File: config.mk
export PLATFORM = sky130hd
export DESIGN_NAME = sorted_list_table_top
export DESIGN_NICKNAME = d
export VERILOG_FILES = /design/src/hw/rtl/slt_pkg.sv /design/src/hw/rtl/sorted_list_table_top.sv
export SDC_FILE = /design/constraint.sdc
export NUM_CORES = 1
export LEC_CHECK = 0
export BUFFER_PORTS_ARGS = -buffer_cell sky130_fd_sc_hd__buf_2
export CAP_MARGIN = 5
export CELL_PAD_IN_SITES_DETAIL_PLACEMENT = 1
export CELL_PAD_IN_SITES_GLOBAL_PLACEMENT = 2
export CORE_ASPECT_RATIO = 2
export CORE_MARGIN = 2
export CORE_UTILIZATION = 35
export DETAILED_ROUTE_END_ITERATION = 16
export GPL_TIMING_DRIVEN = 0
export PLACE_DENSITY_LB_ADDON = 0.1
export RECOVER_POWER = 25
export SYNTH_ARGS = -nofsm -noshare
export SYNTH_HDL_FRONTEND = slang
export SYNTH_SLANG_ARGS = --single-unit
File: constraint.sdc
create_clock -name clk_i -period 4.7 [get_ports clk_i]
set_input_delay 0.235 -clock clk_i [delete_from_list [all_inputs] [get_ports clk_i]]
set_output_delay 0.235 -clock clk_i [all_outputs]
set_load 0.1 [all_outputs]
File: src/hw/rtl/slt_pkg.sv
// ----------------------------------------------------------------------------
// slt_pkg
// Types, constants and helpers for the sorted list table: the request and
// result formats, command and status codes, and value conversions.
// ----------------------------------------------------------------------------
package slt_pkg;

  localparam int unsigned CAPACITY    = 32;
  localparam int unsigned VALUE_WIDTH = 32;
  localparam int unsigned IDX_W       = (CAPACITY > 1) ? $clog2(CAPACITY) : 1;
  localparam int unsigned CNT_W       = $clog2(CAPACITY + 1);
  localparam int unsigned ITEM_W      = 32;
  localparam int unsigned CMD_W       = 3;
  localparam int unsigned STATUS_W    = 2;
  localparam int unsigned OCC_W       = 6;

  typedef logic signed [VALUE_WIDTH-1:0] value_t;
  typedef logic [IDX_W-1:0]              idx_t;
  typedef logic [CNT_W-1:0]              cnt_t;

  typedef enum logic [CMD_W-1:0] {
    CMD_INSERT    = 3'd0,
    CMD_DEL_VALUE = 3'd1,
    CMD_DEL_FIRST = 3'd2,
    CMD_DEL_LAST  = 3'd3,
    CMD_CLEAR     = 3'd4,
    CMD_LIST      = 3'd5
  } cmd_e;

  typedef enum logic [STATUS_W-1:0] {
    STATUS_OK      = 2'd0,
    STATUS_FULL    = 2'd1,
    STATUS_MISSING = 2'd2
  } status_e;

  typedef enum logic [1:0] {
    S_IDLE,
    S_WALK,
    S_INS_TAIL
  } fsm_e;

  typedef struct packed {
    logic [CMD_W-1:0]         command;
    logic signed [ITEM_W-1:0] value;
  } slt_req_t;

  typedef struct packed {
    logic [STATUS_W-1:0]      status;
    logic signed [ITEM_W-1:0] item;
    logic [OCC_W-1:0]         occupancy;
    logic                     last;
  } slt_res_t;

  // sign-extend the request field, then wrap to the stored width
  function automatic value_t to_value(input logic signed [ITEM_W-1:0] v);
    logic signed [63:0] w;
    w = 64'(v);
    return w[VALUE_WIDTH-1:0];
  endfunction

  // low bits of the sign-extended stored value
  function automatic logic [ITEM_W-1:0] to_item(input value_t v);
    logic signed [63:0] w;
    w = 64'(v);
    return w[ITEM_W-1:0];
  endfunction

  function automatic logic [OCC_W-1:0] to_occ(input cnt_t c);
    return OCC_W'(c);
  endfunction

endpackage

File: src/hw/rtl/sorted_list_table_top.sv
// ----------------------------------------------------------------------------
// sorted_list_table_top
// Ascending sorted table of signed values held in one synchronous memory,
// with insert, delete by value, delete first, delete last, clear and list.
// ----------------------------------------------------------------------------
// A command is taken when start is high and busy is low. Clear, unused codes
// and any command refused for a full or empty table answer in the next cycle.
// Insert, delete and list walk the memory one entry per cycle with a single
// read and a single write port: insert walks down from the last entry,
// delete last reads only the last entry, the other deletes and list walk
// up from the first, and list streams one transfer per cycle. Each result
// is held on res_o for exactly one cycle under res_valid_o and must be taken
// then; the next command may be given while the final result is still shown.
module sorted_list_table_top (
  input  logic             clk_i,
  input  logic             rst_ni,
  input  logic             start,
  output logic             busy,
  input  slt_pkg::slt_req_t req_i,
  output logic             res_valid_o,
  output slt_pkg::slt_res_t res_o
);

  slt_pkg::fsm_e          state_q, state_d;
  logic [slt_pkg::CMD_W-1:0] cmd_q, cmd_d;
  slt_pkg::value_t        x_q, x_d;
  slt_pkg::cnt_t          count_q, count_d;
  slt_pkg::idx_t          rd_idx_q, rd_idx_d;
  logic                   more_q, more_d;
  logic                   dv_q;
  slt_pkg::idx_t          dat_idx_q;
  logic                   found_q, found_d;
  slt_pkg::value_t        got_q, got_d;
  slt_pkg::slt_res_t      res_q, res_d;
  logic                   res_valid_q, res_valid_d;

  slt_pkg::value_t        mem [slt_pkg::CAPACITY];
  slt_pkg::value_t        rdata_q;

  logic                   issue, fin, we, match, dat_is_last, rdata_lt;
  slt_pkg::idx_t          waddr, last_idx;
  slt_pkg::value_t        wdata, got_val;

  assign busy        = (state_q != slt_pkg::S_IDLE);
  assign res_valid_o = res_valid_q;
  assign res_o       = res_q;

  assign last_idx    = slt_pkg::idx_t'(count_q - slt_pkg::cnt_t'(1));
  assign dat_is_last = (slt_pkg::cnt_t'(dat_idx_q) == (count_q - slt_pkg::cnt_t'(1)));
  assign rdata_lt    = (rdata_q < x_q);
  assign got_val     = found_q ? got_q : rdata_q;

  always_comb begin
    unique case (cmd_q)
      slt_pkg::CMD_DEL_VALUE: match = (rdata_q == x_q);
      slt_pkg::CMD_DEL_FIRST: match = (dat_idx_q == '0);
      default:                match = 1'b1;
    endcase
  end

  always_comb begin
    state_d     = state_q;
    cmd_d       = cmd_q;
    x_d         = x_q;
    count_d     = count_q;
    rd_idx_d    = rd_idx_q;
    more_d      = more_q;
    found_d     = found_q;
    got_d       = got_q;
    res_d       = res_q;
    res_valid_d = 1'b0;
    fin         = 1'b0;
    issue       = 1'b0;
    we          = 1'b0;
    waddr       = '0;
    wdata       = x_q;

    unique case (state_q)
      slt_pkg::S_IDLE: begin
        if (start) begin
          cmd_d           = req_i.command;
          x_d             = slt_pkg::to_value(req_i.value);
          found_d         = 1'b0;
          got_d           = '0;
          res_d.status    = slt_pkg::STATUS_OK;
          res_d.item      = '0;
          res_d.occupancy = slt_pkg::to_occ(count_q);
          res_d.last      = 1'b1;
          unique case (req_i.command)
            slt_pkg::CMD_INSERT: begin
              if (count_q >= slt_pkg::cnt_t'(slt_pkg::CAPACITY)) begin
                res_d.status = slt_pkg::STATUS_FULL;
                res_valid_d  = 1'b1;
              end else if (count_q == '0) begin
                we              = 1'b1;
                waddr           = '0;
                wdata           = slt_pkg::to_value(req_i.value);
                count_d         = slt_pkg::cnt_t'(1);
                res_d.occupancy = slt_pkg::to_occ(slt_pkg::cnt_t'(1));
                res_valid_d     = 1'b1;
              end else begin
                state_d  = slt_pkg::S_WALK;
                rd_idx_d = last_idx;
                more_d   = 1'b1;
              end
            end
            slt_pkg::CMD_DEL_VALUE, slt_pkg::CMD_DEL_FIRST, slt_pkg::CMD_LIST: begin
              if (count_q == '0) begin
                res_d.status = slt_pkg::STATUS_MISSING;
                res_valid_d  = 1'b1;
              end else begin
                state_d  = slt_pkg::S_WALK;
                rd_idx_d = '0;
                more_d   = 1'b1;
              end
            end
            slt_pkg::CMD_DEL_LAST: begin
              if (count_q == '0) begin
                res_d.status = slt_pkg::STATUS_MISSING;
                res_valid_d  = 1'b1;
              end else begin
                state_d  = slt_pkg::S_WALK;
                rd_idx_d = last_idx;
                more_d   = 1'b1;
              end
            end
            slt_pkg::CMD_CLEAR: begin
              count_d         = '0;
              res_d.occupancy = '0;
              res_valid_d     = 1'b1;
            end
            default: begin
              res_valid_d = 1'b1;
            end
          endcase
        end
      end

      slt_pkg::S_WALK: begin
        if (dv_q) begin
          unique case (cmd_q)
            slt_pkg::CMD_INSERT: begin
              we = 1'b1;
              waddr = dat_idx_q + slt_pkg::idx_t'(1);
              if (rdata_lt) begin
                wdata = x_q;
                fin   = 1'b1;
              end else begin
                wdata = rdata_q;
                if (dat_idx_q == '0) begin
                  state_d = slt_pkg::S_INS_TAIL;
                end
              end
              if (fin) begin
                count_d         = count_q + slt_pkg::cnt_t'(1);
                res_d.status    = slt_pkg::STATUS_OK;
                res_d.item      = '0;
                res_d.occupancy = slt_pkg::to_occ(count_q + slt_pkg::cnt_t'(1));
                res_d.last      = 1'b1;
                res_valid_d     = 1'b1;
              end
            end
            slt_pkg::CMD_DEL_VALUE, slt_pkg::CMD_DEL_FIRST, slt_pkg::CMD_DEL_LAST: begin
              if (found_q) begin
                we    = 1'b1;
                waddr = dat_idx_q - slt_pkg::idx_t'(1);
                wdata = rdata_q;
              end else if (match) begin
                found_d = 1'b1;
                got_d   = rdata_q;
              end
              if (dat_is_last) begin
                fin         = 1'b1;
                res_d.last  = 1'b1;
                res_valid_d = 1'b1;
                if (found_q || match) begin
                  count_d         = count_q - slt_pkg::cnt_t'(1);
                  res_d.status    = slt_pkg::STATUS_OK;
                  res_d.item      = slt_pkg::to_item(got_val);
                  res_d.occupancy = slt_pkg::to_occ(count_q - slt_pkg::cnt_t'(1));
                end else begin
                  res_d.status    = slt_pkg::STATUS_MISSING;
                  res_d.item      = '0;
                  res_d.occupancy = slt_pkg::to_occ(count_q);
                end
              end
            end
            slt_pkg::CMD_LIST: begin
              res_d.status    = slt_pkg::STATUS_OK;
              res_d.item      = slt_pkg::to_item(rdata_q);
              res_d.occupancy = slt_pkg::to_occ(count_q);
              res_d.last      = dat_is_last;
              res_valid_d     = 1'b1;
              fin             = dat_is_last;
            end
            default: begin
              fin = 1'b1;
            end
          endcase
        end

        issue = more_q && !fin;
        if (issue) begin
          if (cmd_q == slt_pkg::CMD_INSERT) begin
            rd_idx_d = rd_idx_q - slt_pkg::idx_t'(1);
            more_d   = (rd_idx_q != '0);
          end else begin
            rd_idx_d = rd_idx_q + slt_pkg::idx_t'(1);
            more_d   = (slt_pkg::cnt_t'(rd_idx_q) != (count_q - slt_pkg::cnt_t'(1)));
          end
        end
        if (fin) begin
          more_d  = 1'b0;
          state_d = slt_pkg::S_IDLE;
        end
      end

      slt_pkg::S_INS_TAIL: begin
        we              = 1'b1;
        waddr           = '0;
        wdata           = x_q;
        count_d         = count_q + slt_pkg::cnt_t'(1);
        res_d.status    = slt_pkg::STATUS_OK;
        res_d.item      = '0;
        res_d.occupancy = slt_pkg::to_occ(count_q + slt_pkg::cnt_t'(1));
        res_d.last      = 1'b1;
        res_valid_d     = 1'b1;
        state_d         = slt_pkg::S_IDLE;
      end

      default: begin
        state_d = slt_pkg::S_IDLE;
      end
    endcase
  end

  always_ff @(posedge clk_i or negedge rst_ni) begin
    if (!rst_ni) begin
      state_q     <= slt_pkg::S_IDLE;
      count_q     <= '0;
      more_q      <= 1'b0;
      dv_q        <= 1'b0;
      found_q     <= 1'b0;
      res_valid_q <= 1'b0;
    end else begin
      state_q     <= state_d;
      count_q     <= count_d;
      more_q      <= more_d;
      dv_q        <= issue;
      found_q     <= found_d;
      res_valid_q <= res_valid_d;
    end
  end

  always_ff @(posedge clk_i) begin
    cmd_q     <= cmd_d;
    x_q       <= x_d;
    rd_idx_q  <= rd_idx_d;
    dat_idx_q <= rd_idx_q;
    got_q     <= got_d;
    res_q     <= res_d;
  end

  // entry store
  always_ff @(posedge clk_i) begin
    if (we) begin
      mem[waddr] <= wdata;
    end
    if (issue) begin
      rdata_q <= mem[rd_idx_q];
    end
  end

  a_count_bound : assert property (@(posedge clk_i) disable iff (!rst_ni)
    count_q <= slt_pkg::cnt_t'(slt_pkg::CAPACITY))
    else $error("entry count beyond capacity");

  a_final_idle : assert property (@(posedge clk_i) disable iff (!rst_ni)
    res_valid_q && res_q.last |-> state_q == slt_pkg::S_IDLE)
    else $error("final transfer while a walk is still running");

  a_partial_walk : assert property (@(posedge clk_i) disable iff (!rst_ni)
    res_valid_q && !res_q.last |-> state_q == slt_pkg::S_WALK)
    else $error("non-final transfer outside a list walk");

  a_accept_reacts : assert property (@(posedge clk_i) disable iff (!rst_ni)
    start && !busy |=> busy || res_valid_q)
    else $error("accepted command neither walking nor answered");

  a_write_in_range : assert property (@(posedge clk_i) disable iff (!rst_ni)
    we |-> slt_pkg::cnt_t'(waddr) < slt_pkg::cnt_t'(slt_pkg::CAPACITY))
    else $error("write beyond the table");

endmodule
After elaboration in Yosys (flattened, before gate mapping)

Memories as Yosys holds them, arrays and structs flattened. A register that Yosys moved wholly into a read port is not among the register bits.
Index checks and enable logic that the tools add are counted.

Flip-flop bits (word level): 130
Bits of input ports: 38
Output and inout port bits: 43
Memories: 1
Memory bits (writable): 1024
Word-level logic and storage cells: 180

Memories:

| memory | depth | bits a word | read ports | clocked after Yosys merged registers in | write ports | line                        | source |
|---|---|---|---|---|---|---|---|
| mem    | 32    | 32          | 1          | 1                                       | 1           | sorted_list_table_top.sv:37 | `slt_pkg::value_t mem [slt_pkg::CAPACITY];` |

Reduce and logical (&&, ||, !) cells: 23
Equal/unequal tests: 34
Add/sub/neg operators: 6
Multiplexer cells: 99
Order comparisons: 2

Operator list:

| cell                  | number |
|---|---|
| $mux W32              | 13 |
| $pmux W41 S3          | 2 |
| $pmux W32 S2          | 3 |
| $mux W41              | 4 |
| $mux W5               | 9 |
| $mux W6               | 7 |
| $mux W40              | 1 |
| $eq A32 B32 Y1        | 1 |
| $lt A32 B32 Y1        | 1 |
| $mux W1               | 32 |
| $ne A3 B3 Y1 const B  | 10 |
| $pmux W6 S2           | 2 |
| $pmux W5 S2           | 2 |
| $mux W2               | 9 |
| $pmux W6 S3           | 1 |
| $reduce_and A6 Y1     | 3 |
| $pmux W5 S3           | 1 |
| $reduce_and A7 Y1     | 2 |
| $eq A3 B2 Y1 const B  | 4 |
| $pmux W1 S2           | 6 |
| $pmux W1 S3           | 4 |
| $pmux W2 S2           | 3 |
| $add A5 B1 Y5 const B | 2 |
| $ne A2 B2 Y1 const B  | 5 |
| other kinds (29)      | 37 |

Logic depth before layout (Yosys ltp)

Depth in word-level cells: 13
Mapped depth: 12

Worst setup path before layout

OpenSTA, ideal clock, no wires.

Path kind: reg-to-reg
From: register count_q[0]
To: register res_q (netlist bit res_o[0]), enable pin
Data arrival time: 4182 ps
Slack: 65 ps
Library setup time: 453 ps
Cell stages (with the launch flop): 10
Buffers on the path: 1
Clock period less this slack: 4635 ps
Path through: dfrtp_1 clkbuf_1 inv_1 ha_1 nor3b_2 xnor2_1 a2111oi_2 o211a_1 o2111ai_1 a21oi_1

Cells in the longest elaborated chain, start to end: 4

RTL lines:

| item                               | line                         | source |
|---|---|---|
| start: declaration                 | sorted_list_table_top.sv:27  | `slt_pkg::cnt_t count_q, count_d;` |
| start signal: assignment           | sorted_list_table_top.sv:247 | `count_q <= count_d;` |
| $sub A6 B1 Y6                      | sorted_list_table_top.sv:49  | `assign dat_is_last = (slt_pkg::cnt_t'(dat_idx_q) == (count_q - slt_pkg::cnt_t'(1)));` |
| $eq A5 B6 Y1                       | sorted_list_table_top.sv:49  |  |
| $ne A3 B3 Y1 (no source line)      | n/a                          |  |
| $reduce_and A6 Y1 (no source line) | n/a                          |  |
| end signal: assignment             | sorted_list_table_top.sv:261 | `res_q <= res_d;` |
| end: declaration                   | sorted_list_table_top.sv:34  | `slt_pkg::slt_res_t res_q, res_d;` |

Every way passes these cells.
A chain may end at the register's enable or synchronous reset.

Final worst setup path

From: register count_q[0]
To: memory mem[25][30] (netlist name) (data pin)

Cells in the longest elaborated chain, start to end: 6
Elaborated cells on any way between the ends: 7

RTL lines:

| item                                                                 | line                        | source |
|---|---|---|
| parallel branches: the longest is 2 deep, another holds $ge A6 B6 Y1 | n/a                         |  |
| $mux W32 *                                                           | sorted_list_table_top.sv:91 | `if (count_q >= slt_pkg::cnt_t'(slt_pkg::CAPACITY)) begin` |
| $mux W32 *                                                           | sorted_list_table_top.sv:89 | `unique case (req_i.command)` |
| $mux W32 *                                                           | sorted_list_table_top.sv:80 | `if (start) begin` |
| $pmux W32 S2 *                                                       | sorted_list_table_top.sv:78 | `unique case (state_q)` |
| net wdata[30]                                                        | sorted_list_table_top.sv:42 | `slt_pkg::value_t wdata, got_val;` |
| end: declaration                                                     | sorted_list_table_top.sv:37 |  |

Mark *: on every way through the listed nets, which the timed path passes.

==> impl_metrics.tcl <==
set metrics [dict create \
    outcome "complete, but fails checks" \
    failed_checks "max-capacitance violations, max-slew violations, negative setup slack" \
    root_buffer "clkbuf_16" \
    timing.final.crit_share 1.00 \
    powerDensity_nw_per_um2 652 \
    fin_util 0.415 \
    crit_family "buffers and inverters" \
    period_minus_slack_ns 4.71 \
    maxCapViolations 1 \
    required_ns 5.15 \
    netlist_area_um2 47700 \
    cts_tree "done" \
    endpoint_kind "flop" \
    startpoint_type "flop" \
    synth_compound_area_frac 0.0331 \
    hp-class "in -> reg" \
    irDropWorstVdd_mv 0.459 \
    synth_edf_count 1169 \
    overflow 0 \
    finalNonFillerCells 4452 \
    path_buf_inv 4 \
    path_clk_slew_ns 0.08 \
    reg2reg_to "mem[25][30]" \
    worst_pin_slew_ns 2.57 \
    finClkSkew_ns 0.0336 \
    reg2reg_slack_ns -0.007 \
    crit_chain "clkbuf_1 -> inv_1 -> ha_1 -> nor3b_4 -> and2_1 -> nand3_4 -> nor2_1 -> buf_4 -> clkdlybuf4s15_1 -> a221o_2" \
    ios 81 \
    slowest_delay_ns 0.76 \
    portBuffers 80 \
    place.gp.congestion 0.819 \
    detail-route-antenna-nets 0 \
    viasPerCell 5.56 \
    worst_r2r_path_depth 10 \
    synth-xor-area-share 0.00404 \
    clk_latency_ns 0.75 \
    crit_type "reg -> reg" \
    wl_um 157000 \
    vias 24800 \
    slew_headroom -0.716 \
    place_area_um2 51700 \
    cpMaxStageDelayCell "clkdlybuf4s15_1" \
    max_freq_mhz 212 \
    coreArea_um2 135000 \
    drt_iter0_markers 2043 \
    synth-adder-area-share 0.0117 \
    finalSetupViolCount 20 \
    fin_nets 2704 \
    crit_start "count_q[0]" \
    synth.area.mux_share 0.160 \
    synth_area_per_cell_um2 20.7 \
    critPathMaxFanout 32 \
    drive_gt1_frac 0.264 \
    rsz0062_at_grt "yes" \
    ctsHtreeMaxLevel 3 \
    grt_use_total 0.227 \
    clockBufferDepth 3 \
    yosys_warnings 0 \
    final_common_cell "edfxtp_1" \
    layout_common_cells "1,169 x edfxtp_1, 320 x mux4_2, 184 x clkbuf_1, 110 x clkbuf_16, 65 x nor2_1" \
    p_leak_nw 17.7 \
    die_h_um 526 \
    die_w_um 265 \
    r2r_start "count_q[0]" \
    clock-sinks 1186 \
    start_util 0.352 \
    hold_viol_final 0 \
    rows 191 \
    drc 0 \
    synthArstFlopShare 0.0101 \
    critical_path_arrival_ns 5.15 \
    grt_max_degree 33 \
    die_area_um2 139000 \
    synthSimpleGateAreaFrac 0.0324 \
    area_delta_synth_final_pct 17.7 \
    placedCellCount 4184 \
    synth_ff_type "edfxtp_1" \
    yosysUniqueCellTypes 79 \
    path_depth 10 \
    synth_fp_nets 2387 \
    report.final.slew_viol_count 33 \
    ys_seq_elements 1186 \
    seq_area_frac_synth 0.745 \
    endpoint "mem[25][30]" \
    synth_top_family_by_area "multiplexers" \
    cts_buffers 109 \
    antenna_found_initial 2 \
    grt_pass1_vias 27300 \
    drt_first_pass_iters 5 \
    fin_area_um2 56100 \
    synth_cells 2305 \
    fin_ws_ns -0.00663 \
    grt_first_pass_wirelength_um 218000 \
    place_hpwl_um 110000 \
    preCtsSetupSlack_ns -1.23 \
    wl_per_cell_um 35.2 \
]
worst register-to-register path: stages, from the launching register on:
cell and delay (ns):
dfrtp_1 0.42, clkbuf_1 0.31, inv_1 0.18, ha_1 0.42, nor3b_4 0.37, and2_1 0.40
nand3_4 0.25, nor2_1 0.21, buf_4 0.28, clkdlybuf4s15_1 0.78, a221o_2 0.76
flip-flops by register name, indices dropped and copies added, names as in the netlist, 2 cells and up:
signal     cells
count_q        6
mem         1024
state_q        2
res_o         41
rd_idx_q       5
x_q           32
got_q         32
cmd_q          3
rdata_q       32
dat_idx_q      5
final cells by class:
class,instances,area [um^2]
inverter,52,195
clock buffer,133,2840
tap,1737,2170
buffer,124,553
multi-input combinational,943,11900
antenna,1,2.50
sequential,1186,35500
fill,12700,79100
clock inverter,70,751
timing repair buffer,206,2240
synthesized netlist by cell type, types with 10 or more instances:
master	count	area, um^2
edfxtp_1	1169	35100
mux4_2	320	7210
nor2_1	98	368
clkbuf_1	97	364
and2_1	60	375
nand2_1	60	225
inv_1	51	191
a21oi_1	46	230
ha_1	43	538
a22oi_1	35	263
mux2_2	33	372
a221o_1	31	310
o21ai_0	22	110
nand3_1	21	105
buf_1	19	71.3
nor3_1	17	85.1
xnor2_1	14	123
dfrtp_1	12	300
nand4_1	10	62.6
timing repair:
item / in CTS / in global routing
pin swaps: 10 / 4
setup buffers: 15 / 9
endpoints found under the hold margin: 49 / 0
endpoints found under the setup margin: 1554 / 825
resized for setup: 43 / 14
hold buffers: 38 / 0
layer usage:
| layer | track usage | part of all wire | vias up |
|---|---|---|---|
| li1 | - | - | 10200 |
| met1 | 0.248 | 0.36 | 13700 |
| met2 | 0.439 | 0.57 | 646 |
| met3 | 0.0263 | 0.034 | 233 |
| met4 | 0.0937 | 0.043 | 0 |
| met5 | 0 | 0 | - |
where the power goes:
part | internal (mW) | total, mW | switching [mW]
sequential | 13.7 | 14.3 | 0.589
clock | 5.03 | 9.19 | 4.16
combinational | 4.59 | 13.1 | 8.49
total | 23.4 | 36.6 | 13.2
cells by family after synthesis:
group,count (synthesis)
compound gates,212
flops,1186
simple gates,309
buf+inv,176
mux,356
xor+xnor,22
fa+ha+maj,44
how the worst min path moves through the flow:
| stage | startpoint | to | cells after the start |
|---|---|---|---|
| final | req_i[7] | x_q[7] | 2 |
| after CTS | req_i[2] | x_q[2] | 2 |
| after global placement | rst_ni | count_q[1] | 1 |
| after detailed placement | rst_ni | count_q[1] | 1 |
| after floorplan | rst_ni | count_q[0] | 0 |
| after global routing | req_i[7] | x_q[7] | 2 |
stage by stage:
step	hold slack [ns]	TNS [ns]	total power [mW]
5_1_grt	0.216	-10.04	38.0
6_report	0.223	-0.0753	36.6
3_3_place_gp	0.167	-4095.30	27.3
4_1_cts	0.163	-1.90	37.0
2_1_floorplan	-0.0606	0	22.5
3_5_place_dp	0.168	-1159.16	27.8
(Power assumes the default switching activity.)
